<file path="config.mk">
export PLATFORM = sky130hd
export DESIGN_NAME = fpa_front
export DESIGN_NICKNAME = d
export VERILOG_FILES = /design/src/rtl/fpa_pkg.sv /design/src/rtl/fpa_front.sv
export SDC_FILE = /design/constraint.sdc
export NUM_CORES = 2
export LEC_CHECK = 0
export BUFFER_PORTS_ARGS = -buffer_cell sky130_fd_sc_hd__buf_2
export CAP_MARGIN = 40
export CELL_PAD_IN_SITES_DETAIL_PLACEMENT = 0
export CELL_PAD_IN_SITES_GLOBAL_PLACEMENT = 1
export CORE_ASPECT_RATIO = 1.75
export CORE_MARGIN = 5
export CORE_UTILIZATION = 51
export DETAILED_ROUTE_END_ITERATION = 7
export PLACE_DENSITY = 0.86
export RECOVER_POWER = 25
export SYNTH_ARGS = -nofsm -noshare
export SYNTH_HDL_FRONTEND = slang
export SYNTH_SLANG_ARGS = --single-unit
</file>
<file path="constraint.sdc">
create_clock -name clk -period 10.5 [get_ports clk]
set_input_delay 0 -clock clk [delete_from_list [all_inputs] [get_ports clk]]
set_output_delay 0 -clock clk [all_outputs]
set_load 0.005 [all_outputs]
</file>
<file path="src/rtl/fpa_pkg.sv">
// ----------------------------------------------------------------------------
// fpa_pkg
// Shared constants, codes and the control record of the fixed-point ALU.
// ----------------------------------------------------------------------------
package fpa_pkg;

    localparam int DATA_WIDTH_DEF = 32;
    localparam int FRAC_MAX       = 31;
    localparam int FRAC_W         = 5;
    localparam int RWID_W         = 6;
    localparam int ADDR_W         = 4;

    localparam logic [2:0] OP_ADD  = 3'd0;
    localparam logic [2:0] OP_SUB  = 3'd1;
    localparam logic [2:0] OP_MUL  = 3'd2;
    localparam logic [2:0] OP_DIV  = 3'd3;
    localparam logic [2:0] OP_SQRT = 3'd4;
    localparam logic [2:0] OP_ABS  = 3'd5;

    localparam logic [1:0] ST_OK    = 2'd0;
    localparam logic [1:0] ST_RANGE = 2'd1;
    localparam logic [1:0] ST_DZ    = 2'd2;
    localparam logic [1:0] ST_NROOT = 2'd3;

    localparam logic [1:0] REG_FRAC  = 2'd0;
    localparam logic [1:0] REG_RWID  = 2'd1;
    localparam logic [1:0] REG_CHKEN = 2'd2;

    typedef struct packed {
        logic [2:0] op;
        logic       sgn;
        logic       qneg;
        logic       zdiv;
        logic       nroot;
    } ctl_t;

endpackage

</file>
<file path="src/rtl/fpa_front.sv">
// ----------------------------------------------------------------------------
// fpa_front
// Operand preparation, add/sub/abs, multiply and divider/root setup.
// ----------------------------------------------------------------------------
module fpa_front #(
    parameter int W = fpa_pkg::DATA_WIDTH_DEF
) (
    input  logic                                 clk,
    input  logic                                 rst_n,
    input  logic                                 en,
    input  logic                                 in_valid,
    input  logic [2:0]                           operation,
    input  logic signed [31:0]                   first_operand,
    input  logic signed [31:0]                   second_operand,
    input  logic                                 first_signed,
    input  logic                                 second_signed,
    input  logic [fpa_pkg::FRAC_W-1:0]           frac_bits,
    output logic                                 out_valid,
    output fpa_pkg::ctl_t                        out_ctl,
    output logic signed [W+fpa_pkg::FRAC_MAX:0]  out_v,
    output logic [W-1:0]                         out_d,
    output logic [W+fpa_pkg::FRAC_MAX-1:0]       out_q,
    output logic [2*((W+fpa_pkg::FRAC_MAX+1)/2)-1:0] out_rad
);

    localparam int DW = W + fpa_pkg::FRAC_MAX;
    localparam int VW = DW + 1;
    localparam int RW = 2 * ((DW + 1) / 2);

    // stage a: operand prep
    logic signed [W-1:0]   aw;
    logic signed [W-1:0]   bw;
    logic [W-1:0]          absa;
    logic [W-1:0]          absb;
    logic signed [W:0]     simple;
    fpa_pkg::ctl_t         ctl_a_next;

    logic                  valid_a_reg;
    fpa_pkg::ctl_t         ctl_a_reg;
    logic signed [W:0]     simple_a_reg;
    logic signed [W-1:0]   aw_a_reg;
    logic signed [W-1:0]   bw_a_reg;
    logic [W-1:0]          absa_a_reg;
    logic [W-1:0]          absb_a_reg;

    always_comb
    begin
        aw   = first_operand[W-1:0];
        bw   = second_operand[W-1:0];
        absa = aw[W-1] ? (~aw + 1'b1) : aw;
        absb = bw[W-1] ? (~bw + 1'b1) : bw;
        ctl_a_next.op    = operation;
        ctl_a_next.qneg  = aw[W-1] ^ bw[W-1];
        ctl_a_next.zdiv  = (bw == '0);
        ctl_a_next.nroot = aw[W-1];
        simple = '0;
        case (operation)
            fpa_pkg::OP_ADD:
            begin
                simple = (W+1)'(aw) + (W+1)'(bw);
                ctl_a_next.sgn = first_signed | second_signed;
            end
            fpa_pkg::OP_SUB:
            begin
                simple = (W+1)'(aw) - (W+1)'(bw);
                ctl_a_next.sgn = 1'b1;
            end
            fpa_pkg::OP_MUL, fpa_pkg::OP_DIV:
            begin
                ctl_a_next.sgn = first_signed | second_signed;
            end
            fpa_pkg::OP_SQRT:
            begin
                ctl_a_next.sgn = first_signed;
            end
            fpa_pkg::OP_ABS:
            begin
                simple = $signed({1'b0, absa});
                ctl_a_next.sgn = first_signed;
            end
            default:
            begin
                ctl_a_next.sgn = 1'b0;
            end
        endcase
    end

    // stage b: multiply and shifted dividend / radicand
    logic                      valid_b_reg;
    fpa_pkg::ctl_t             ctl_b_reg;
    logic signed [W:0]         simple_b_reg;
    logic signed [2*W-1:0]     prod_b_reg;
    logic [DW-1:0]             div_b_reg;
    logic [RW-1:0]             rad_b_reg;
    logic [W-1:0]              absb_b_reg;
    logic signed [2*W-1:0]     prod_next;
    logic [DW-1:0]             div_next;
    logic [RW-1:0]             rad_next;

    always_comb
    begin
        prod_next = aw_a_reg * bw_a_reg;
        div_next  = DW'(absa_a_reg) << frac_bits;
        rad_next  = RW'(absa_a_reg) << frac_bits;
    end

    // stage c: floor shift of the product
    logic signed [2*W-1:0] mshift;
    logic signed [VW-1:0]  v_next;

    always_comb
    begin
        mshift = prod_b_reg >>> frac_bits;
        if (ctl_b_reg.op == fpa_pkg::OP_MUL)
        begin
            v_next = VW'(mshift);
        end
        else
        begin
            v_next = VW'(simple_b_reg);
        end
    end

    logic valid_c_reg;

    always_ff @(posedge clk or negedge rst_n)
    begin
        if (!rst_n)
        begin
            valid_a_reg <= 1'b0;
            valid_b_reg <= 1'b0;
            valid_c_reg <= 1'b0;
        end
        else if (en)
        begin
            valid_a_reg <= in_valid;
            valid_b_reg <= valid_a_reg;
            valid_c_reg <= valid_b_reg;
        end
    end

    always_ff @(posedge clk)
    begin
        if (en)
        begin
            ctl_a_reg    <= ctl_a_next;
            simple_a_reg <= simple;
            aw_a_reg     <= aw;
            bw_a_reg     <= bw;
            absa_a_reg   <= absa;
            absb_a_reg   <= absb;

            ctl_b_reg    <= ctl_a_reg;
            simple_b_reg <= simple_a_reg;
            prod_b_reg   <= prod_next;
            div_b_reg    <= div_next;
            rad_b_reg    <= rad_next;
            absb_b_reg   <= absb_a_reg;

            out_ctl      <= ctl_b_reg;
            out_v        <= v_next;
            out_d        <= absb_b_reg;
            out_q        <= div_b_reg;
            out_rad      <= rad_b_reg;
        end
    end

    assign out_valid = valid_c_reg;

endmodule

</file>
=== Yosys cells after proc, flatten, opt, wreduce, memory -nomap -nowiden ===
Index checks and enable logic that the tools add are counted.

* Bits in registers: 664
* Bits of input ports: 78
* Output and inout port bits: 231
* Logic and storage cells: 60

* Multiply operators: 1
* Reduce and logical (&&, ||, !) cells: 4
* Eq/ne operators: 6
* Bitwise gates (word level): 4
* Shift-type cells: 3
* Multiplexer cells: 5
* $add $sub $neg: 4

{| class="wikitable"
|+ Operators with widths
! kind !! number
|-
| $pmux W33 S3 || 1
|-
| $add A32 B1 Y32 const B || 2
|-
| $mul A32 B32 Y64 || 1
|-
| $mux W64 || 1
|-
| $not A32 Y32 || 2
|-
| $shl A32 B5 Y64 || 1
|-
| $sshr A64 B5 Y64 || 1
|-
| $shl A32 B5 Y63 || 1
|-
| $add A32 B32 Y33 || 1
|-
| $sub A32 B32 Y33 || 1
|-
| $logic_not A32 Y1 || 1
|-
| $mux W32 || 1
|-
| $mux W31 || 1
|-
| $eq A3 B2 Y1 const B || 3
|-
| $eq A3 B3 Y1 const B || 2
|-
| $eq A3 B1 Y1 const B || 1
|-
| $logic_not A3 Y1 || 1
|-
| $pmux W1 S3 || 1
|-
| $reduce_or A3 Y1 || 1
|-
| $reduce_or A2 Y1 || 1
|-
| $or A1 B1 Y1 || 1
|-
| $xor A1 B1 Y1 || 1
|}

=== Longest topological paths before layout ===
* Depth in word-level cells: 4
* Depth in mapped cells: 29
* Depth with buffers taken out: 27

=== Worst setup path after synthesis ===
No wires, ideal clock.

* Path type: flip-flop to flip-flop
* From: register, netlist name ctl_a_reg[0]
* To: register prod_b_reg[62] (data pin)
* Clock period less this slack: 7634 ps
* Setup time: 265 ps
* Slack: 2866 ps
* Required time: 10235 ps
* Buffers on the path: 2
* Stages on the path, launching flop included: 24
* Arrival: 7368 ps
* Path through: edfxtp_1 clkbuf_1 nand2_1 inv_1 fa_1 fa_1 fa_1 fa_1 inv_1 fa_1 inv_1 fa_1 inv_1 fa_1 inv_1 fa_1 ha_1 clkbuf_1 and3_1 nand2_1 or3_1 o21ba_1 a41oi_1 xor2_1

{| class="wikitable"
|+ RTL lines
! item !! RTL line !! source
|-
| end signal, assigned || fpa_front.sv:155 || <nowiki>prod_b_reg <= prod_next;</nowiki>
|-
| end, declared || fpa_front.sv:92 || <nowiki>logic signed [2*W-1:0] prod_b_reg;</nowiki>
|}

=== Worst setup path after layout ===
* From: register bw_a_reg[9]
* To: register prod_b_reg[61] (data pin)

* Word-level cells in the longest chain between the ends: 1

{| class="wikitable"
|+ Ends and longest elaborated chain
! item !! RTL line !! source
|-
| start, declared || fpa_front.sv:42 || <nowiki>logic signed [W-1:0] bw_a_reg;</nowiki>
|-
| start signal, assigned || fpa_front.sv:149 || <nowiki>bw_a_reg <= bw;</nowiki>
|-
| $mul A32 B32 Y64 || fpa_front.sv:102 || <nowiki>prod_next = aw_a_reg * bw_a_reg;</nowiki>
|-
| net prod_next[61] || fpa_front.sv:96 || <nowiki>logic signed [2*W-1:0] prod_next;</nowiki>
|}

The timed path passes the listed nets, and every way through them passes these cells.
A chain may end at the register's enable or synchronous reset.

==> summary.txt <==
Status
  – Status: complete, but fails checks
  – Failing checks: capacitance limit, slew limit

Setup path
  – CP startpoint kind: flop
  – Critical path class: flop to flop
  – Critical path buffers and inverters: 5
  – Worst path slowest cell: edfxtp_1
  – Most frequent CP cell: fa_1
  – Top delay family on crit path: adder cells
  – WP data arrival: 9.43 ns
  – Critical Path RT: 10.85 ns
  – Setup crit end kind: flop
  – Critical path fanouts, max: 17
  – Crit path largest cell delay: 0.84 ns

Synthesis
  – Share of the synthesized area in the top cell type: 34.8%
  – EDFF count, synth: 530
  – Sequential share of the synthesized area: 25.7%
  – Syn Nets: 7286
  – Predominant post-synthesis flop cell: edfxtp_1
  – Synth top cells by count: 1083 x fa_1, 982 x inv_1, 835 x nand2_1
  – Post-synth ARST share: 0.563%
  – Register bit total from synthesis: 533
  – Cell accounting for the most synthesized area: fa_1
  – Syn Std Cell Area: 0.0623 mm²
  – Post-Syn Instances: 5907
  – Synth Area per Inst: 10.5 µm²
  – Leading post-synthesis cells by cell area: fa_1 35%, edfxtp_1 26%, inv_1 5.9%
  – Ys Warns: 0
  – Library cells used by synthesis: 81
  – Count leader, synth: fa_1

Route
  – Final ANT Viol Nets: 0
  – Vias: 43900
  – Pre-antenna DRT Iters: 5
  – Routed WL: 207000 µm
  – DRT iter0 DRCs: 3104
  – Routed len/inst: 26.8 µm
  – Vias per cell: 5.68
  – DRC Markers: 0

Clocking
  – Setup Fix Bufs, Post-CTS: 0
  – CTS Buf Count: 47
  – Root buf cell: clkbuf_16
  – Max H-tree Level: 2
  – Clock transition at path regs: 0.09 ns
  – TritonCTS clock tree: yes
  – Worst skew pair latency: 0.67 ns
  – Clock tree buffer depth: 3
  – Clk sinks: 533

Timing
  – Unrepaired setup endpoints after global routing: false
  – Fmax achieved: 0.110 GHz
  – Slew @ Worst Pin: 7.43 ns
  – Final Hold Vio Count: 0
  – Tcrit/Tclk final: 86.5%
  – Final setup TNS: 0 ns
  – Clk_skew: 0.0686 ns
  – Final setup vio count: 0
  – Final min period: 9.08 ns
  – Rel. slew slack: -395%
  – Max-slew violations: 242

Place
  – Placed Cells: 7559
  – IO buf count: 307
  – HPWL Detailed: 166000 µm
  – Routability congestion estimate: 1.04

Floorplan
  – Die ar.: 0.129 mm²
  – Die span in y: 472 µm
  – Initial Util: 51.3%
  – Core Area: 0.121 mm²
  – Die X: 274 µm
  – I/O pins: 309
  – Site row count: 169

Min path
  – Hold Path Class: input port to flop

Final layout
  – Fillers: 10600
  – Nets: 7438
  – Layout cell share with drive strength beyond 1: 9.09%
  – Area Growth Syn to Fin: 8.34%
  – Cell Count, Final, Fillers Out: 7726

Global routing
  – Global-route usage over all layers: 32.1%
  – Number of antenna violations at the first check in global routing: 9
  – Overflow after GRT: 0
  – Largest net degree at the start of global routing: 175
  – Vias in the first global route: 47400
  – First-pass GRT wire length: 303000 µm

Flow run
  – Maxcap violations: 4
## per-layer routing
layer / track usage (%) / up-vias / part of all wire, %
li1: - / 18800 / -
met5: 0 / - / 0.0063
met4: 33.1 / 2 / 14
met3: 4.27 / 833 / 5.3
met2: 56.8 / 1934 / 52
met1: 30.8 / 22300 / 29
## kinds of logic (layout without fill, tap and decap cells)
kind of cell | after synthesis | after routing | share of synthesized area, %
xor gates and xnor gates | 188 | 188 | 2.64
other | 1 | 9 | 0.00602
muxes | 192 | 192 | 4.70
AOI/OAI and AO/OA | 550 | 550 | 5.48
buffers and inverters | 1374 | 1561 | 8.68
adders and majority gates | 1301 | 1301 | 39.2
and+or+nand+nor | 1768 | 1768 | 13.6
DFF | 533 | 533 | 25.7
## layout by cell type (no fill, tap or decap), types with 19 or more instances in the layout
master,netlist,routed
xnor2_1,130,130
buf_4,64,96
o21ai_1,38,38
nor2_1,210,209
mux4_2,77,77
edfxtp_1,530,530
o21ai_0,131,131
ha_1,218,218
xor2_1,58,58
buf_2,3,235
dlygate4sd3_1,0,75
clkbuf_1,298,75
or3_1,20,20
nor2b_1,38,38
a21oi_1,142,142
nor3_1,19,19
nand3_1,21,21
mux2_2,31,31
o31ai_1,25,25
nand2_1,835,835
fa_1,1083,1083
a21o_1,39,39
inv_1,982,980
clkbuf_16,0,47
o22ai_1,21,21
nand2b_1,31,31
a31oi_1,26,26
and2_1,528,528
mux2i_1,84,84
## final timing paths
check | startpoint | to | slack, ns | cells after the start
worst max register to register | bw_a_reg[9]$_DFFE_PP_ | prod_b_reg[61]$_DFFE_PP_ | 1.42 | 25
max in group asynchronous | rst_n | valid_a_reg$_DFFE_PN0P_ | 10.12 | 3
min in group asynchronous | rst_n | valid_b_reg$_DFFE_PN0P_ | 0.23 | 3
worst min register to register | simple_a_reg[25]$_SDFFCE_PN0P_ | simple_b_reg[25]$_DFFE_PP_ | 0.40 | 0
worst max-delay path | bw_a_reg[9]$_DFFE_PP_ | prod_b_reg[61]$_DFFE_PP_ | 1.42 | 25
worst min-delay path | frac_bits[2] | div_b_reg[60]$_SDFFCE_PN0P_ | 0.08 | 3
## per-stage QoR
step	hold WS [ns]	setup slack, ns	instance area [µm²]	util, %
floorplan	-0.296	2.87	62300	-
global placement	-0.203	1.73	64900	53.4
detailed placement	-0.200	1.74	65200	53.7
CTS	0.0455	1.63	67500	55.6
global route	0.0714	1.11	67400	55.6
finish	0.0750	1.42	67400	55.6
## worst reg2reg max path, delay by kind of cell, from the launching register on
family,cells,cell delay [ns]
flops,1,0.84
fa+ha+maj,9,4.91
buf+inv,5,0.62
compound gates,5,1.23
xor+xnor,1,0.16
simple gates,5,0.99
## final cells by class
class / count / area, µm² / share of cell area, %
Multi-Input combinational cell: 4000 / 40900 / 60.6
Clock buffer: 51 / 1190 / 1.77
Timing Repair Buffer: 493 / 3250 / 4.82
Clock inverter: 33 / 398 / 0.590
Sequential cell: 533 / 16000 / 23.7
Antenna cell: 8 / 20.0 / 0.0297
Inverter: 984 / 3690 / 5.48
Tap cell: 1624 / 2030 / 3.01
## what timing repair did
action,4_1_cts,5_1_grt
hold buffers,75,0
setup endpoints to repair,0,0
endpoints found under the hold margin,179,0
resized for setup,0,0
Power is left out: the tool's default activity adds up to more than one toggle a clock period on the data nets, which glitch-free logic cannot reach.
