===== src/rtl/fpa_pkg.sv =====
// ----------------------------------------------------------------------------
// fpa_pkg
// Shared constants, codes and the control record of the fixed-point ALU.
// ----------------------------------------------------------------------------
package fpa_pkg;

    localparam int DATA_WIDTH_DEF = 32;
    localparam int FRAC_MAX       = 31;
    localparam int FRAC_W         = 5;
    localparam int RWID_W         = 6;
    localparam int ADDR_W         = 4;

    localparam logic [2:0] OP_ADD  = 3'd0;
    localparam logic [2:0] OP_SUB  = 3'd1;
    localparam logic [2:0] OP_MUL  = 3'd2;
    localparam logic [2:0] OP_DIV  = 3'd3;
    localparam logic [2:0] OP_SQRT = 3'd4;
    localparam logic [2:0] OP_ABS  = 3'd5;

    localparam logic [1:0] ST_OK    = 2'd0;
    localparam logic [1:0] ST_RANGE = 2'd1;
    localparam logic [1:0] ST_DZ    = 2'd2;
    localparam logic [1:0] ST_NROOT = 2'd3;

    localparam logic [1:0] REG_FRAC  = 2'd0;
    localparam logic [1:0] REG_RWID  = 2'd1;
    localparam logic [1:0] REG_CHKEN = 2'd2;

    typedef struct packed {
        logic [2:0] op;
        logic       sgn;
        logic       qneg;
        logic       zdiv;
        logic       nroot;
    } ctl_t;

endpackage


===== src/rtl/fpa_step.sv =====
// ----------------------------------------------------------------------------
// fpa_step
// One pipeline stage: one restoring divide step and, with DO_SQRT, one root step.
// ----------------------------------------------------------------------------
module fpa_step #(
    parameter int W       = fpa_pkg::DATA_WIDTH_DEF,
    parameter bit DO_SQRT = 1'b1
) (
    input  logic                                 clk,
    input  logic                                 rst_n,
    input  logic                                 en,
    input  logic                                 in_valid,
    input  fpa_pkg::ctl_t                        in_ctl,
    input  logic signed [W+fpa_pkg::FRAC_MAX:0]  in_v,
    input  logic [W-1:0]                         in_d,
    input  logic [W-1:0]                         in_rem,
    input  logic [W+fpa_pkg::FRAC_MAX-1:0]       in_q,
    input  logic [(W+fpa_pkg::FRAC_MAX+1)/2+1:0] in_srem,
    input  logic [(W+fpa_pkg::FRAC_MAX+1)/2-1:0] in_root,
    input  logic [2*((W+fpa_pkg::FRAC_MAX+1)/2)-1:0] in_rad,
    output logic                                 out_valid,
    output fpa_pkg::ctl_t                        out_ctl,
    output logic signed [W+fpa_pkg::FRAC_MAX:0]  out_v,
    output logic [W-1:0]                         out_d,
    output logic [W-1:0]                         out_rem,
    output logic [W+fpa_pkg::FRAC_MAX-1:0]       out_q,
    output logic [(W+fpa_pkg::FRAC_MAX+1)/2+1:0] out_srem,
    output logic [(W+fpa_pkg::FRAC_MAX+1)/2-1:0] out_root,
    output logic [2*((W+fpa_pkg::FRAC_MAX+1)/2)-1:0] out_rad
);

    localparam int DW = W + fpa_pkg::FRAC_MAX;
    localparam int RH = (DW + 1) / 2;
    localparam int RW = 2 * RH;

    logic [W:0]      t;
    logic [W:0]      diff;
    logic            ge;
    logic [W-1:0]    rem_next;
    logic [DW-1:0]   q_next;
    logic [RH+3:0]   s;
    logic [RH+3:0]   trial;
    logic [RH+3:0]   sd;
    logic            ge2;
    logic [RH+1:0]   srem_next;
    logic [RH-1:0]   root_next;
    logic [RW-1:0]   rad_next;
    logic            valid_reg;

    always_comb
    begin
        t        = {in_rem, in_q[DW-1]};
        diff     = t - {1'b0, in_d};
        ge       = (t >= {1'b0, in_d});
        rem_next = ge ? diff[W-1:0] : t[W-1:0];
        q_next   = {in_q[DW-2:0], ge};

        s     = {in_srem, in_rad[RW-1 -: 2]};
        trial = (RH+4)'({in_root, 2'b01});
        sd    = s - trial;
        ge2   = (s >= trial);
        if (DO_SQRT)
        begin
            srem_next = ge2 ? sd[RH+1:0] : s[RH+1:0];
            root_next = {in_root[RH-2:0], ge2};
            rad_next  = {in_rad[RW-3:0], 2'b00};
        end
        else
        begin
            srem_next = in_srem;
            root_next = in_root;
            rad_next  = in_rad;
        end
    end

    always_ff @(posedge clk or negedge rst_n)
    begin
        if (!rst_n)
        begin
            valid_reg <= 1'b0;
        end
        else if (en)
        begin
            valid_reg <= in_valid;
        end
    end

    always_ff @(posedge clk)
    begin
        if (en)
        begin
            out_ctl  <= in_ctl;
            out_v    <= in_v;
            out_d    <= in_d;
            out_rem  <= rem_next;
            out_q    <= q_next;
            out_srem <= srem_next;
            out_root <= root_next;
            out_rad  <= rad_next;
        end
    end

    assign out_valid = valid_reg;

endmodule


===== config.mk =====
export PLATFORM = sky130hd
export DESIGN_NAME = fpa_step
export DESIGN_NICKNAME = d
export VERILOG_FILES = /design/src/rtl/fpa_pkg.sv /design/src/rtl/fpa_step.sv
export SDC_FILE = /design/constraint.sdc
export NUM_CORES = 1
export LEC_CHECK = 0
export BUFFER_PORTS_ARGS = -buffer_cell sky130_fd_sc_hd__buf_2
export CELL_PAD_IN_SITES_DETAIL_PLACEMENT = 1
export CELL_PAD_IN_SITES_GLOBAL_PLACEMENT = 1
export CORE_AREA = 5 5 256 258
export CTS_CLUSTER_SIZE = 20
export DETAILED_ROUTE_END_ITERATION = 8
export DIE_AREA = 0 0 261 263
export PLACE_DENSITY_LB_ADDON = 0.1
export SYNTH_ARGS = -nofsm -noshare
export SYNTH_HDL_FRONTEND = slang
export SYNTH_SLANG_ARGS = --single-unit

===== constraint.sdc =====
create_clock -name clk -period 0.9 [get_ports clk]
set_clock_uncertainty 0.2 [all_clocks]
set_input_delay 0.135 -clock clk [delete_from_list [all_inputs] [get_ports clk]]
set_output_delay 0.135 -clock clk [all_outputs]
set_load 0.01 [all_outputs]

* After elaboration in Yosys (flattened, before gate mapping)
Index checks and enable logic that the tools add are counted.
** Storage, ports and cells
- Bits in registers :: 327
- Memory bits (read-only) :: 0
- Memory bits (writable) :: 0
- Output and inout port bits :: 329
- Memories :: 0
- Bits of input ports :: 332
- Logic and storage cells :: 19
- Bits in latches :: 0
** Cells by class
- Reductions and logical operators :: 0
- Multiply operators :: 0
- Muxes and demuxes :: 2
- Order comparisons :: 2
- Shift operators :: 0
- Bitwise gates (word level) :: 0
- $add $sub $neg :: 2
- Div/mod/pow operators :: 0
- Eq/ne operators :: 0
** Operator list (count)
- >= comparator 36 x 34 -> 1 bit :: 1
- 2-to-1 mux 34 bit :: 1
- subtractor 34 bit :: 1
- >= comparator 33 x 32 -> 1 bit :: 1
- 2-to-1 mux 32 bit :: 1
- subtractor 32 bit :: 1

* Logic depth before layout (Yosys ltp)
Gate-level depths: netlist of the first run.
- Depth after elaboration :: 2
- Depth in mapped cells :: 13
- Depth with buffers taken out :: 11

* Worst setup path before layout of the first run
OpenSTA, ideal clock, no wires.
- Path type :: input to register
- Start point :: in in_d[5]
- End point :: reg out_rem[10], data pin
- Data required time :: 440 ps
- Cell stages on the path :: 13
- Buffers on the path :: 3
- Setup slack :: -1842 ps
- Arrival time :: 2282 ps
- Library setup time :: 260 ps
- Path through :: inv_1 -> ha_1 -> buf_6 -> and4_1 -> a32oi_1 -> nand3_1 -> a32oi_2 -> o21ba_4 -> nand4_4 -> and2_4 -> buf_6 -> buf_12 -> mux2_4
** On the way
- Word-level cells in the longest chain between the ends :: 2
- Elaborated cells between the ends (all ways) :: 3
- Those cells by class :: add/sub (1); order compare (1); mux (1)
** RTL lines
- from (decl) :: RTL line fpa_step.sv:15 : input logic [W-1:0] in_d,
- subtractor 32 bit or >= comparator 33 x 32 -> 1 bit (tied branches) :: RTL line fpa_step.sv:53, fpa_step.sv:54
- 2-to-1 mux 32 bit * :: RTL line fpa_step.sv:55 : rem_next = ge ? diff[W-1:0] : t[W-1:0];
- net rem_next[10] :: RTL line fpa_step.sv:39 : logic [W-1:0] rem_next;
- to (signal assigned) :: RTL line fpa_step.sv:95 : out_rem <= rem_next;
- to (decl) :: RTL line fpa_step.sv:25 : output logic [W-1:0] out_rem,
The timed path passes the listed nets; every way through them passes the cells marked *.
A chain may end at the register's enable or synchronous reset.

* Final worst setup path of the first run
- Start point :: in in_root[8] (netlist bit)
- End point :: reg out_srem[25] (netlist bit), data pin
** On the way
- Word-level cells in the longest chain between the ends :: 2
- Elaborated cells between the ends (all ways) :: 3
- Those cells by class :: add/sub (1); order compare (1); mux (1)
** RTL lines
- from (decl) :: RTL line fpa_step.sv:19 : input logic [(W+fpa_pkg::FRAC_MAX+1)/2-1:0] in_root,
- subtractor 34 bit or >= comparator 36 x 34 -> 1 bit (tied branches) :: RTL line fpa_step.sv:60, fpa_step.sv:61
- 2-to-1 mux 34 bit * :: RTL line fpa_step.sv:64 : srem_next = ge2 ? sd[RH+1:0] : s[RH+1:0];
- net srem_next[25] :: RTL line fpa_step.sv:45 : logic [RH+1:0] srem_next;
- to (signal assigned) :: RTL line fpa_step.sv:97 : out_srem <= srem_next;
- to (decl) :: RTL line fpa_step.sv:27 : output logic [(W+fpa_pkg::FRAC_MAX+1)/2+1:0] out_srem,
Marks and branches as above.

==> run summary, run 1 <==
FF+latch count, synth: 327
clock buffer count from CTS: 40
clock root cell: clkbuf_16
mean post-synth cell area: 14.6 um2
RD Place Congestion: 0.843
Reg2Reg Setup Slack: -0.07 ns
WL final: 70.8 mm
fin area: 27700 um2
gr ovfl total: 0
adder-cell share of the synthesized area: 0.0573
total of max-cap violations: 0
first-pass GRT wire length: 100 mm
# DRC: 0
WHS: -0.302 ns
worst path required time: 0.99 ns
die area: 68600 um2
layout cells sized above 1: 0.565
simple-gate area share of the yosys netlist: 0.0613
cells after synthesis: 1013
top cell type's share of synthesized area: 0.664
num ports: 661
die width: 261 um
largest net degree at the start of global routing: 34
WHS Path Cells: 2
Clock Sinks: 327
xor and xnor area share after synthesis: 0.0327
Port Buffer Count: 658
final std cells w/o fill: 3177
vias in the first global route: 15.0k
dpl cells: 2778
leakage: 12.1 nW
Pins Over Slew Limit: 0
crit path max fanout: 5
Critical Path AT: 2.38 ns
H-tree depth: 2
clk buf depth: 3
YS warnings: 0
status: finished, violations left
total core area: 62700 um2
Global Route Usage Sum: 0.193
kind of critical path: input port to flip-flop
area of the mapped netlist: 14800 um2
clock-pin slew on the worst setup and hold paths: 0.06 ns
RSZ-0062 raised after global routing: true
setup TNS: -253.91 ns
Cell variety after synth: 70
ranking of synthesized cells by area: edfxtp_1 (66%), ha_1 (5.6%), mux2_2 (2.4%)
post-synthesis sequential area ratio: 0.665
Hold Path Origin: in_srem[8]
worst setup margin: -1.39 ns
# setup viols final: 397
Die Ht: 263 um
CP Launch Type: input port
Via Count: 13.6k
drt pass-1 iters: 4
fill count: 6739
Pwr Total: 0.0477 W
Worst setup EP type: flip-flop
Final HPWL DP: 54.0 mm
r2r endpoint: out_valid
TritonCTS clock tree: built
path depth of the worst reg2reg path: 1
final worst path period need: 2.29 ns
routed vias/inst: 4.29
Starting Density: 0.235
Post-synth top flop: edfxtp_1
mux cell area share after synthesis: 0.0529
nets: 2678
Hold Crit Class: input port to flip-flop
PD cells: 1720 nW/um2
routed len/inst: 22.3 um
hold path endpoint: out_srem[10]
max frequency: 0.436 GHz
reg2reg start: out_valid
antenna violations before repair: 29
ys async rst share: 0.00306
Worst-Skew Late Latency: 0.54 ns
Starting DRT DRC Count: 639
Hold Vio Cnt, Final: 117
row cnt: 92
post-synthesis compound-gate area fraction: 0.0977
Syn-to-layout area delta: 87.5%
Final period util: 2.55
failing checks: negative hold slack, negative setup slack
Area after DPL: 21800 um2
largest family of logic cells by synthesized area: compound AO/OA/AOI/OAI gates
Max IR drop VDD: 1.49 mV
Synth area leader: edfxtp_1
Final ANT Viol Nets: 0
EDFF count, synth: 326
[kinds of logic (layout without fill, tap and decap cells)]
group / Yosys count / in the layout
adders and majority gates: 67 / 67
AOI/OAI and AO/OA: 215 / 215
and+or+nand+nor: 179 / 179
xor gates and xnor gates: 55 / 55
buffers and inverters: 107 / 1403
other: 1 / 23
muxes: 62 / 62
DFF: 327 / 327
[sequential cells by signal, indices dropped and copies added, names as in the netlist]
signal / flops
out_v: 64
out_q: 63
out_srem: 34
out_valid: 1
out_rad: 62
out_d: 32
out_rem: 32
out_root: 32
out_ctl: 7
[layout make-up]
cell class / instances / area (um2) / area share
Antenna cell: 21 / 52.6 / 0.00190
Clock buffer: 45 / 1020 / 0.0369
Clock inverter: 28 / 229 / 0.00828
Inverter: 80 / 358 / 0.0129
Multi-Input combinational cell: 580 / 5850 / 0.212
Sequential cell: 327 / 9810 / 0.355
Tap cell: 846 / 1060 / 0.0383
Timing Repair Buffer: 1250 / 9280 / 0.335
[worst max-delay path, stage by stage]
cell and delay, ns:
buf_8 0.08, inv_4 0.03, ha_4 0.26, buf_6 0.10
nand4_1 0.21, nor3_4 0.22, o31a_1 0.23, o21a_4 0.17
o2111ai_2 0.11, nand2_2 0.13, o21ai_4 0.08, buf_12 0.15
clkbuf_16 0.17, mux2_4 0.30
[worst max-delay path by stage]
stage / from / endpoint / slack (ns)
CTS: in_d[1] / out_rem[29] / -1.34
global placement: in_root[8] / out_srem[27] / -2.22
finish: in_root[8] / out_srem[25] / -1.39
global route: in_root[8] / out_srem[31] / -1.44
floorplan: in_d[26] / out_rem[27] / -1.72
detailed placement: in_root[17] / out_srem[24] / -2.23
[synth_stat cells (4+ instances only)]
| cell type | instances |
|---|---|
| edfxtp_1 | 326 |
| inv_1 | 80 |
| ha_1 | 66 |
| a21oi_1 | 57 |
| nor2_1 | 45 |
| nand2_1 | 36 |
| xnor2_1 | 35 |
| a21o_1 | 33 |
| o21ai_0 | 32 |
| mux2_2 | 31 |
| mux2_4 | 23 |
| nor3_1 | 21 |
| xor2_1 | 20 |
| clkbuf_1 | 14 |
| nand3_1 | 14 |
| nand4_1 | 14 |
| a31oi_1 | 12 |
| o21a_1 | 12 |
| and3_1 | 10 |
| nor2b_1 | 9 |
| nand2b_1 | 8 |
| o21ai_1 | 7 |
| o31ai_1 | 7 |
| a211oi_1 | 6 |
| o211ai_1 | 6 |
| buf_4 | 5 |
| mux2_1 | 5 |
| o21bai_1 | 5 |
| or2_2 | 5 |
| a211o_1 | 4 |
| and4_1 | 4 |
[routing by layer]
metal  up-vias  GRT usage  routed length, um
met5         -          0                 94
met4        14     0.0676               2110
met3        95     0.0512               4760
met2       428      0.332              35200
met1      6679      0.232              28600
li1       6417          -                  -
[through the flow]
stage	utilization	setup slack [ns]	hold WS [ns]
2_1_floorplan	-	-1.72	-0.361
3_3_place_gp	0.347	-2.22	-0.289
3_5_place_dp	0.347	-2.23	-0.286
4_1_cts	0.428	-1.34	-0.419
5_1_grt	0.441	-1.44	-0.331
6_report	0.441	-1.39	-0.302
[what timing repair did]
action,in CTS,in global routing
setup endpoints to repair,396,397
hold endpoints to repair,439,126
hold buffers,262,2
setup buffers,20,22
gates resized for setup,225,141
pin swaps,47,59
cloned,3,3
[report_power, final]
part | leakage (nW) | internal [W] | switching, W
sequential | 3.20 | 0.0185 | 0.000467
combinational | 8.25 | 0.00695 | 0.00612
clock | 0.612 | 0.00883 | 0.00680
total | 12.1 | 0.0343 | 0.0134
[cells in the final DEF, fill, tap and decap left out, drive strengths merged, types with 13 or more instances in the layout]
| cell | synthesis | final |
|---|---|---|
| diode | 0 | 21 |
| inv | 80 | 83 |
| xor2 | 20 | 20 |
| ha | 66 | 66 |
| mux2 | 59 | 59 |
| a21oi | 58 | 58 |
| a21o | 33 | 33 |
| nor2 | 45 | 45 |
| clkbuf | 14 | 48 |
| nor3 | 21 | 21 |
| edfxtp | 326 | 326 |
| dlygate4sd3 | 0 | 263 |
| xnor2 | 35 | 35 |
| buf | 13 | 983 |
| o21ai | 40 | 40 |
| clkinv | 0 | 20 |
| nand3 | 14 | 14 |
| nand4 | 15 | 15 |
| nand2 | 36 | 36 |
| a31oi | 13 | 13 |
Power figures use the tool's default switching activity.
==> inputs of run 2 (changes only) <==
--- a/config.mk
+++ b/config.mk
@@ -5,13 +5,14 @@
 export SDC_FILE = /design/constraint.sdc
 export NUM_CORES = 1
 export LEC_CHECK = 0
+export ABC_AREA = 1
 export BUFFER_PORTS_ARGS = -buffer_cell sky130_fd_sc_hd__buf_2
 export CELL_PAD_IN_SITES_DETAIL_PLACEMENT = 1
 export CELL_PAD_IN_SITES_GLOBAL_PLACEMENT = 1
-export CORE_AREA = 5 5 256 258
+export CORE_AREA = 5 5 257 259
 export CTS_CLUSTER_SIZE = 20
 export DETAILED_ROUTE_END_ITERATION = 8
-export DIE_AREA = 0 0 261 263
+export DIE_AREA = 0 0 262 264
 export PLACE_DENSITY_LB_ADDON = 0.1
 export SYNTH_ARGS = -nofsm -noshare
 export SYNTH_HDL_FRONTEND = slang
==> run summary, run 2 <==
Port Buffer Count: 658 (unchanged)
vias in the first global route: 17.8k (+19%)
die area: 69200 um2 (+0.76%)
most numerous cell in the Yosys netlist: nand2_1
status: finished, violations left
busiest layer in global routing: met2
nets: 3350 (+25%)
Commonest cells post-synth: nand2_1 (541), edfxtp_1 (326), inv_1 (252), nand3_1 (95), nor2_1 (93)
drt pass-1 iters: 5 (+1)
setup TNS: -224.93 ns (+28.97 ns)
YS warnings: 0 (unchanged)
gr ovfl total: 0 (unchanged)
total of max-cap violations: 0 (unchanged)
FF+latch count, synth: 327 (unchanged)
Clock Sinks: 327 (unchanged)
area of the mapped netlist: 15700 um2 (+6.5%)
Hold Crit Class: input port to flip-flop
cells after synthesis: 1566 (+55%)
leakage: 14.6 nW (+21%)
worst path required time: 1.03 ns (+0.04 ns)
Worst-Skew Late Latency: 0.56 ns (+0.02 ns)
row cnt: 93 (+1.1%)
Final period util: 1.96 (-0.590)
top cell type's share of synthesized area: 0.623 (-0.0406)
routed vias/inst: 4.35 (+1.3%)
crit path max fanout: 4 (-1)
TritonCTS clock tree: built
commonest cells after routing, fill and taps aside: buf_2 (504), buf_4 (341), edfxtp_1 (326), nand2_1 (320), dlygate4sd3_1 (317)
num ports: 661 (unchanged)
ranking of synthesized cells by area: edfxtp_1 (62%), nand2_1 (13%), inv_1 (6.0%)
RSZ-0062 raised after global routing: true
fin area: 31300 um2 (+13%)
Via Count: 16.7k (+23%)
# DRC: 0 (unchanged)
GR Util met2: 0.432 (+0.0999)
mean post-synth cell area: 10.0 um2 (-31%)
Starting DRT DRC Count: 702 (+9.9%)
largest register by flop count: out_v
die width: 262 um (+0.38%)
Hold Vio Cnt, Final: 64 (-45%)
clock buffer count from CTS: 41 (+2.5%)
H-tree depth: 2 (unchanged)
Global Route Usage Sum: 0.248 (+0.0559)
worst setup margin: -0.861 ns (+0.531 ns)
WHS: -0.346 ns (-0.0442 ns)
Largest register FFs: 64 (unchanged)
PD cells: 1590 nW/um2 (-7.7%)
largest registers: out_v x64, out_q x63, out_rad x62
final worst path period need: 1.76 ns (-0.531 ns)
max frequency: 0.568 GHz (+30%)
Starting Density: 0.247 (+0.0117)
largest net degree at the start of global routing: 33 (-2.9%)
routed len/inst: 23.7 um (+6.3%)
# setup viols final: 396 (-0.25%)
ys async rst share: 0.00306 (unchanged)
Post-synth top flop: edfxtp_1
CP Launch Type: input port
post-synthesis sequential area ratio: 0.625 (-0.0407)
WL final: 91.2 mm (+29%)
RD Place Congestion: 0.986 (+17%)
M3 GR Usage: 0.0540 (+0.00283)
clock-pin slew on the worst setup and hold paths: 0.06 ns (about the same)
first-pass GRT wire length: 126 mm (+26%)
Final ANT Viol Nets: 0 (unchanged)
antenna violations before repair: 24 (-17%)
EDFF count, synth: 326 (unchanged)
Pins Over Slew Limit: 0 (unchanged)
Area after DPL: 23400 um2 (+7.6%)
Max IR drop VDD: 1.15 mV (-23%)
clk buf depth: 3 (unchanged)
failing checks: negative hold slack, negative setup slack
Cell variety after synth: 34 (-51%)
Critical Path AT: 1.89 ns (-0.49 ns)
Synth area leader: edfxtp_1
Worst setup EP type: flip-flop
Syn-to-layout area delta: 99.1%
commonest non-fill, non-tap cell in the layout: buf_2
met1 global-route usage: 0.318 (+0.0862)
clock root cell: clkbuf_16
Final HPWL DP: 69.8 mm (+29%)
total core area: 63600 um2 (+1.5%)
Die Ht: 264 um (+0.38%)
kind of critical path: input port to flip-flop
layout cells sized above 1: 0.531 (-0.0338)
Pwr Total: 0.0498 W (+4.4%)
## run 2: metal layers
metal / wire, um / share of wire
met1: 38600 / 0.42
met2: 45200 / 0.50
met3: 5530 / 0.061
met4: 1780 / 0.020
met5: 57 / 0.00063
## run 2: kinds of logic after synthesis
logic type | synth area share
AO/OA/AOI/OAI | 0.0292
flip-flops | 0.625
multiplexers | 0.000717
other | 0.000239
AND/OR/NAND/NOR | 0.203
XOR/XNOR | 0.0184
buffers and inverters | 0.0697
adder cells (fa/ha/maj) | 0.0538
## run 2: final cells by class
type / instances / area (um2)
multi-input cells: 968 / 7070
diodes: 13 / 32.5
clock buffers: 54 / 1100
repair buffers: 1358 / 11000
clock inverters: 19 / 175
flip-flops and latches: 327 / 9810
inverters: 255 / 1070
fillers: 7100 / 32400
well taps: 855 / 1070
## run 2: repair_timing
item                                    in CTS  in global routing
endpoints found under the hold margin      414                 90
pin swaps                                   84                157
endpoints found under the setup margin     396                396
hold buffers                               306                 11
resized for setup                          395                331
setup buffers                               53                 26
gates cloned                                12                  4
## run 2: worst paths after layout
kind / startpoint / endpoint / slack (ns) / cells after the start
max: in_rem[13] / out_rem[24] / -0.86 / 15
min: in_d[0] / out_d[0] / -0.35 / 1
max reg2reg: out_valid / out_valid / -0.05 / 1
min reg2reg: out_valid / out_valid / 0.33 / 1
max in group asynchronous: rst_n / out_valid / 0.10 / 3
min in group asynchronous: rst_n / out_valid / 0.30 / 3
## run 2: report_power, final
part           internal [W]  switching [W]  leakage, nW
Sequential           0.0185       0.000528         3.20
Combinational       0.00718        0.00749         10.8
Clock               0.00919        0.00694        0.612
## run 2: through the flow
| step | setup slack [ns] | std cells | hold slack [ns] | util |
|---|---|---|---|---|
| final | -0.861 | 3849 | -0.346 | 0.492 |
| after global routing | -0.916 | 3846 | -0.367 | 0.491 |
| after CTS | -0.822 | 3797 | -0.471 | 0.468 |
| after detailed placement | -1.55 | 3354 | -0.282 | 0.368 |
| after global placement | -1.53 | 3354 | -0.283 | 0.368 |
| after floorplan | -0.991 | 1567 | -0.361 | - |
## run 2: critical path, stage by stage
cell and delay (ns):
buf_2 0.12, ha_4 0.30, nand2_4 0.07, nor2_4 0.13
buf_4 0.12, buf_4 0.09, buf_4 0.09, buf_4 0.12
inv_1 0.05, o21bai_1 0.22, nand2_1 0.13, nand4_1 0.10
nand2_1 0.08, nand2_2 0.07, nand2_1 0.05
==> inputs of run 3 (changes only) <==
==> constraint.sdc (replaced) <==
create_clock -name clk -period 2.2 [get_ports clk]
set_clock_uncertainty 0.2 [all_clocks]
set_input_delay 0.33 -clock clk [delete_from_list [all_inputs] [get_ports clk]]
set_output_delay 0.33 -clock clk [all_outputs]
set_load 0.01 [all_outputs]
==> run summary, run 3 (synthesis gave the netlist of run 2 again) <==
status: complete, no violations
NetSw: 0.00547 W (-63%)
clk buf depth: 3 (unchanged)
Max IR drop VDD: 0.494 mV (-57%)
post-CTS setup buffers: 0 (-100%)
fin util: 0.425 (-0.0662)
largest net degree at the start of global routing: 51 (+55%)
Logic pwr share: 0.239 (-0.055)
clock-pin slew on the worst setup and hold paths: 0.05 ns (about the same)
Final ANT Viol Nets: 0 (unchanged)
commonest non-fill, non-tap cell in the layout: buf_2
nets: 3282 (-2.0%)
Internal: 0.0135 W (-61%)
largest registers: out_v x64, out_q x63, out_rad x62
Clk pwr share: 0.354 (+0.030)
CP startpoint: in_srem[31]
worst path required time: 2.31 ns (+1.28 ns)
leakage: 13.3 nW (-9.1%)
die width: 262 um (unchanged)
crit path max fanout: 13 (+9)
kind of critical path: input port to flip-flop
PD cells: 701 nW/um2 (-56%)
Hold Crit Class: input port to flip-flop
Clock Sinks: 327 (unchanged)
Top delay family on crit path: buffers and inverters
Final HPWL DP: 62.2 mm (-11%)
# setup viols final: 0 (-100%)
total of max-cap violations: 0 (unchanged)
die area: 69200 um2 (unchanged)
Port Buffer Count: 658 (unchanged)
layout cells sized above 1: 0.362 (-0.169)
Syn-to-layout area delta: 72.3%
WL final: 78.3 mm (-14%)
Sw Share: 0.288 (-0.0119)
final worst path period need: 2.15 ns
CP Launch Type: input port
Hold Vio Cnt, Final: 0 (-100%)
routed len/inst: 20.7 um (-12%)
Bufs and invs on worst path: 3 (-3)
largest stage delay on the critical path: 0.54 ns (+0.24 ns)
first-pass GRT wire length: 113 mm (-11%)
Critical Path AT: 2.26 ns (+0.37 ns)
Global Route Usage Sum: 0.216 (-0.0327)
clock root cell: clkbuf_16
total core area: 63600 um2 (unchanged)
antenna violations before repair: 17 (-29%)
Starting Density: 0.247 (unchanged)
largest register by flop count: out_v
Final period util: 0.977
Largest register FFs: 64 (unchanged)
H-tree depth: 2 (unchanged)
vias in the first global route: 17.4k (-2.1%)
CP cell instances: dlygate4sd3_1 > buf_2 > ha_1 > a21oi_1 > nand2_1 > nor2_4 > nand2_8 > buf_4 > nand3_1 > nand2_1
Seq pwr share: 0.408 (+0.026)
TritonCTS clock tree: built
num ports: 661 (unchanged)
row cnt: 93 (unchanged)
Die Ht: 264 um (unchanged)
clock buffer count from CTS: 41 (unchanged)
reg2reg start: out_valid
final std cells w/o fill: 3775 (-1.9%)
dpl cells: 3368 (+0.42%)
gr ovfl total: 0 (unchanged)
max frequency: 0.465 GHz
drt pass-1 iters: 5 (unchanged)
Worst-Skew Late Latency: 0.56 ns (about the same)
Critical-path top delay cell: dlygate4sd3_1
Pins Over Slew Limit: 0 (unchanged)
Hold Path Origin: in_rad[62]
commonest cells after routing, fill and taps aside: buf_2 (656), nand2_1 (535), dlygate4sd3_1 (327), edfxtp_1 (326), buf_4 (291)
# DRC: 0 (unchanged)
RD Place Congestion: 0.896 (-9.2%)
Via Count: 16.1k (-4.0%)
Critical Path Most Common Cell: nand2_1
Worst setup EP type: flip-flop
routed vias/inst: 4.25 (-2.2%)
Starting DRT DRC Count: 658 (-6.3%)
## run 3: worst paths after layout
check / cells after the start / slack [ns] / to
max: 10 / 0.05 / out_srem[26]
min: 5 / 0.05 / out_srem[0]
max reg2reg: 1 / 1.23 / out_valid
min reg2reg: 1 / 0.35 / out_valid
max in group asynchronous: 3 / 1.24 / out_valid
min in group asynchronous: 3 / 0.45 / out_valid
## run 3: worst min-delay path: cells and delay by family
kind / cells / cell delay (ns)
buffers and inverters: 3 / 0.27
AND/OR/NAND/NOR: 2 / 0.10
## run 3: cell type report
class                   instances  area [um2]
well taps                     855        1070
inverters                     255         960
clock buffers                  51        1080
fillers                      7392       36600
repair buffers               1290        9030
multi-input cells             968        4870
flip-flops and latches        327        9810
diodes                          7        17.5
clock inverters                22         216
## run 3: metal layers
layer  share of wire  GRT usage
met2            0.49      0.382
met4           0.034     0.0681
met1            0.41      0.261
met3           0.065     0.0467
met5          0.0014          0
## run 3: repair_timing
item,4_1_cts,5_1_grt
endpoints found under the setup margin,0,45
hold endpoints to repair,333,0
hold buffers,327,0
gates resized for setup,0,16
## run 3: power by group through the flow
stage | Combinational, W | Clock [W] | Sequential (W)
6_report | 0.00453 | 0.00671 | 0.00774
2_1_floorplan | 0.00126 | 0 | 0.00817
3_3_place_gp | 0.00403 | 0 | 0.00785
5_1_grt | 0.00495 | 0.00720 | 0.00779
3_5_place_dp | 0.00406 | 0 | 0.00785
4_1_cts | 0.00457 | 0.00692 | 0.00774
## run 3: stage by stage
stage | cell area [um2] | setup WS (ns) | total power [W] | setup TNS [ns] | hold slack [ns]
finish | 27100 | 0.0497 | 0.0190 | 0 | 0.0508
global route | 27100 | -0.0234 | 0.0199 | -0.0466 | 0.0545
CTS | 27000 | 0.0485 | 0.0192 | 0 | 0.0127
detailed placement | 22400 | -0.544 | 0.0119 | -31.07 | -0.0899
global placement | 22400 | -0.483 | 0.0119 | -26.35 | -0.0926
floorplan | 15700 | 0.00741 | 0.00943 | 0 | -0.166
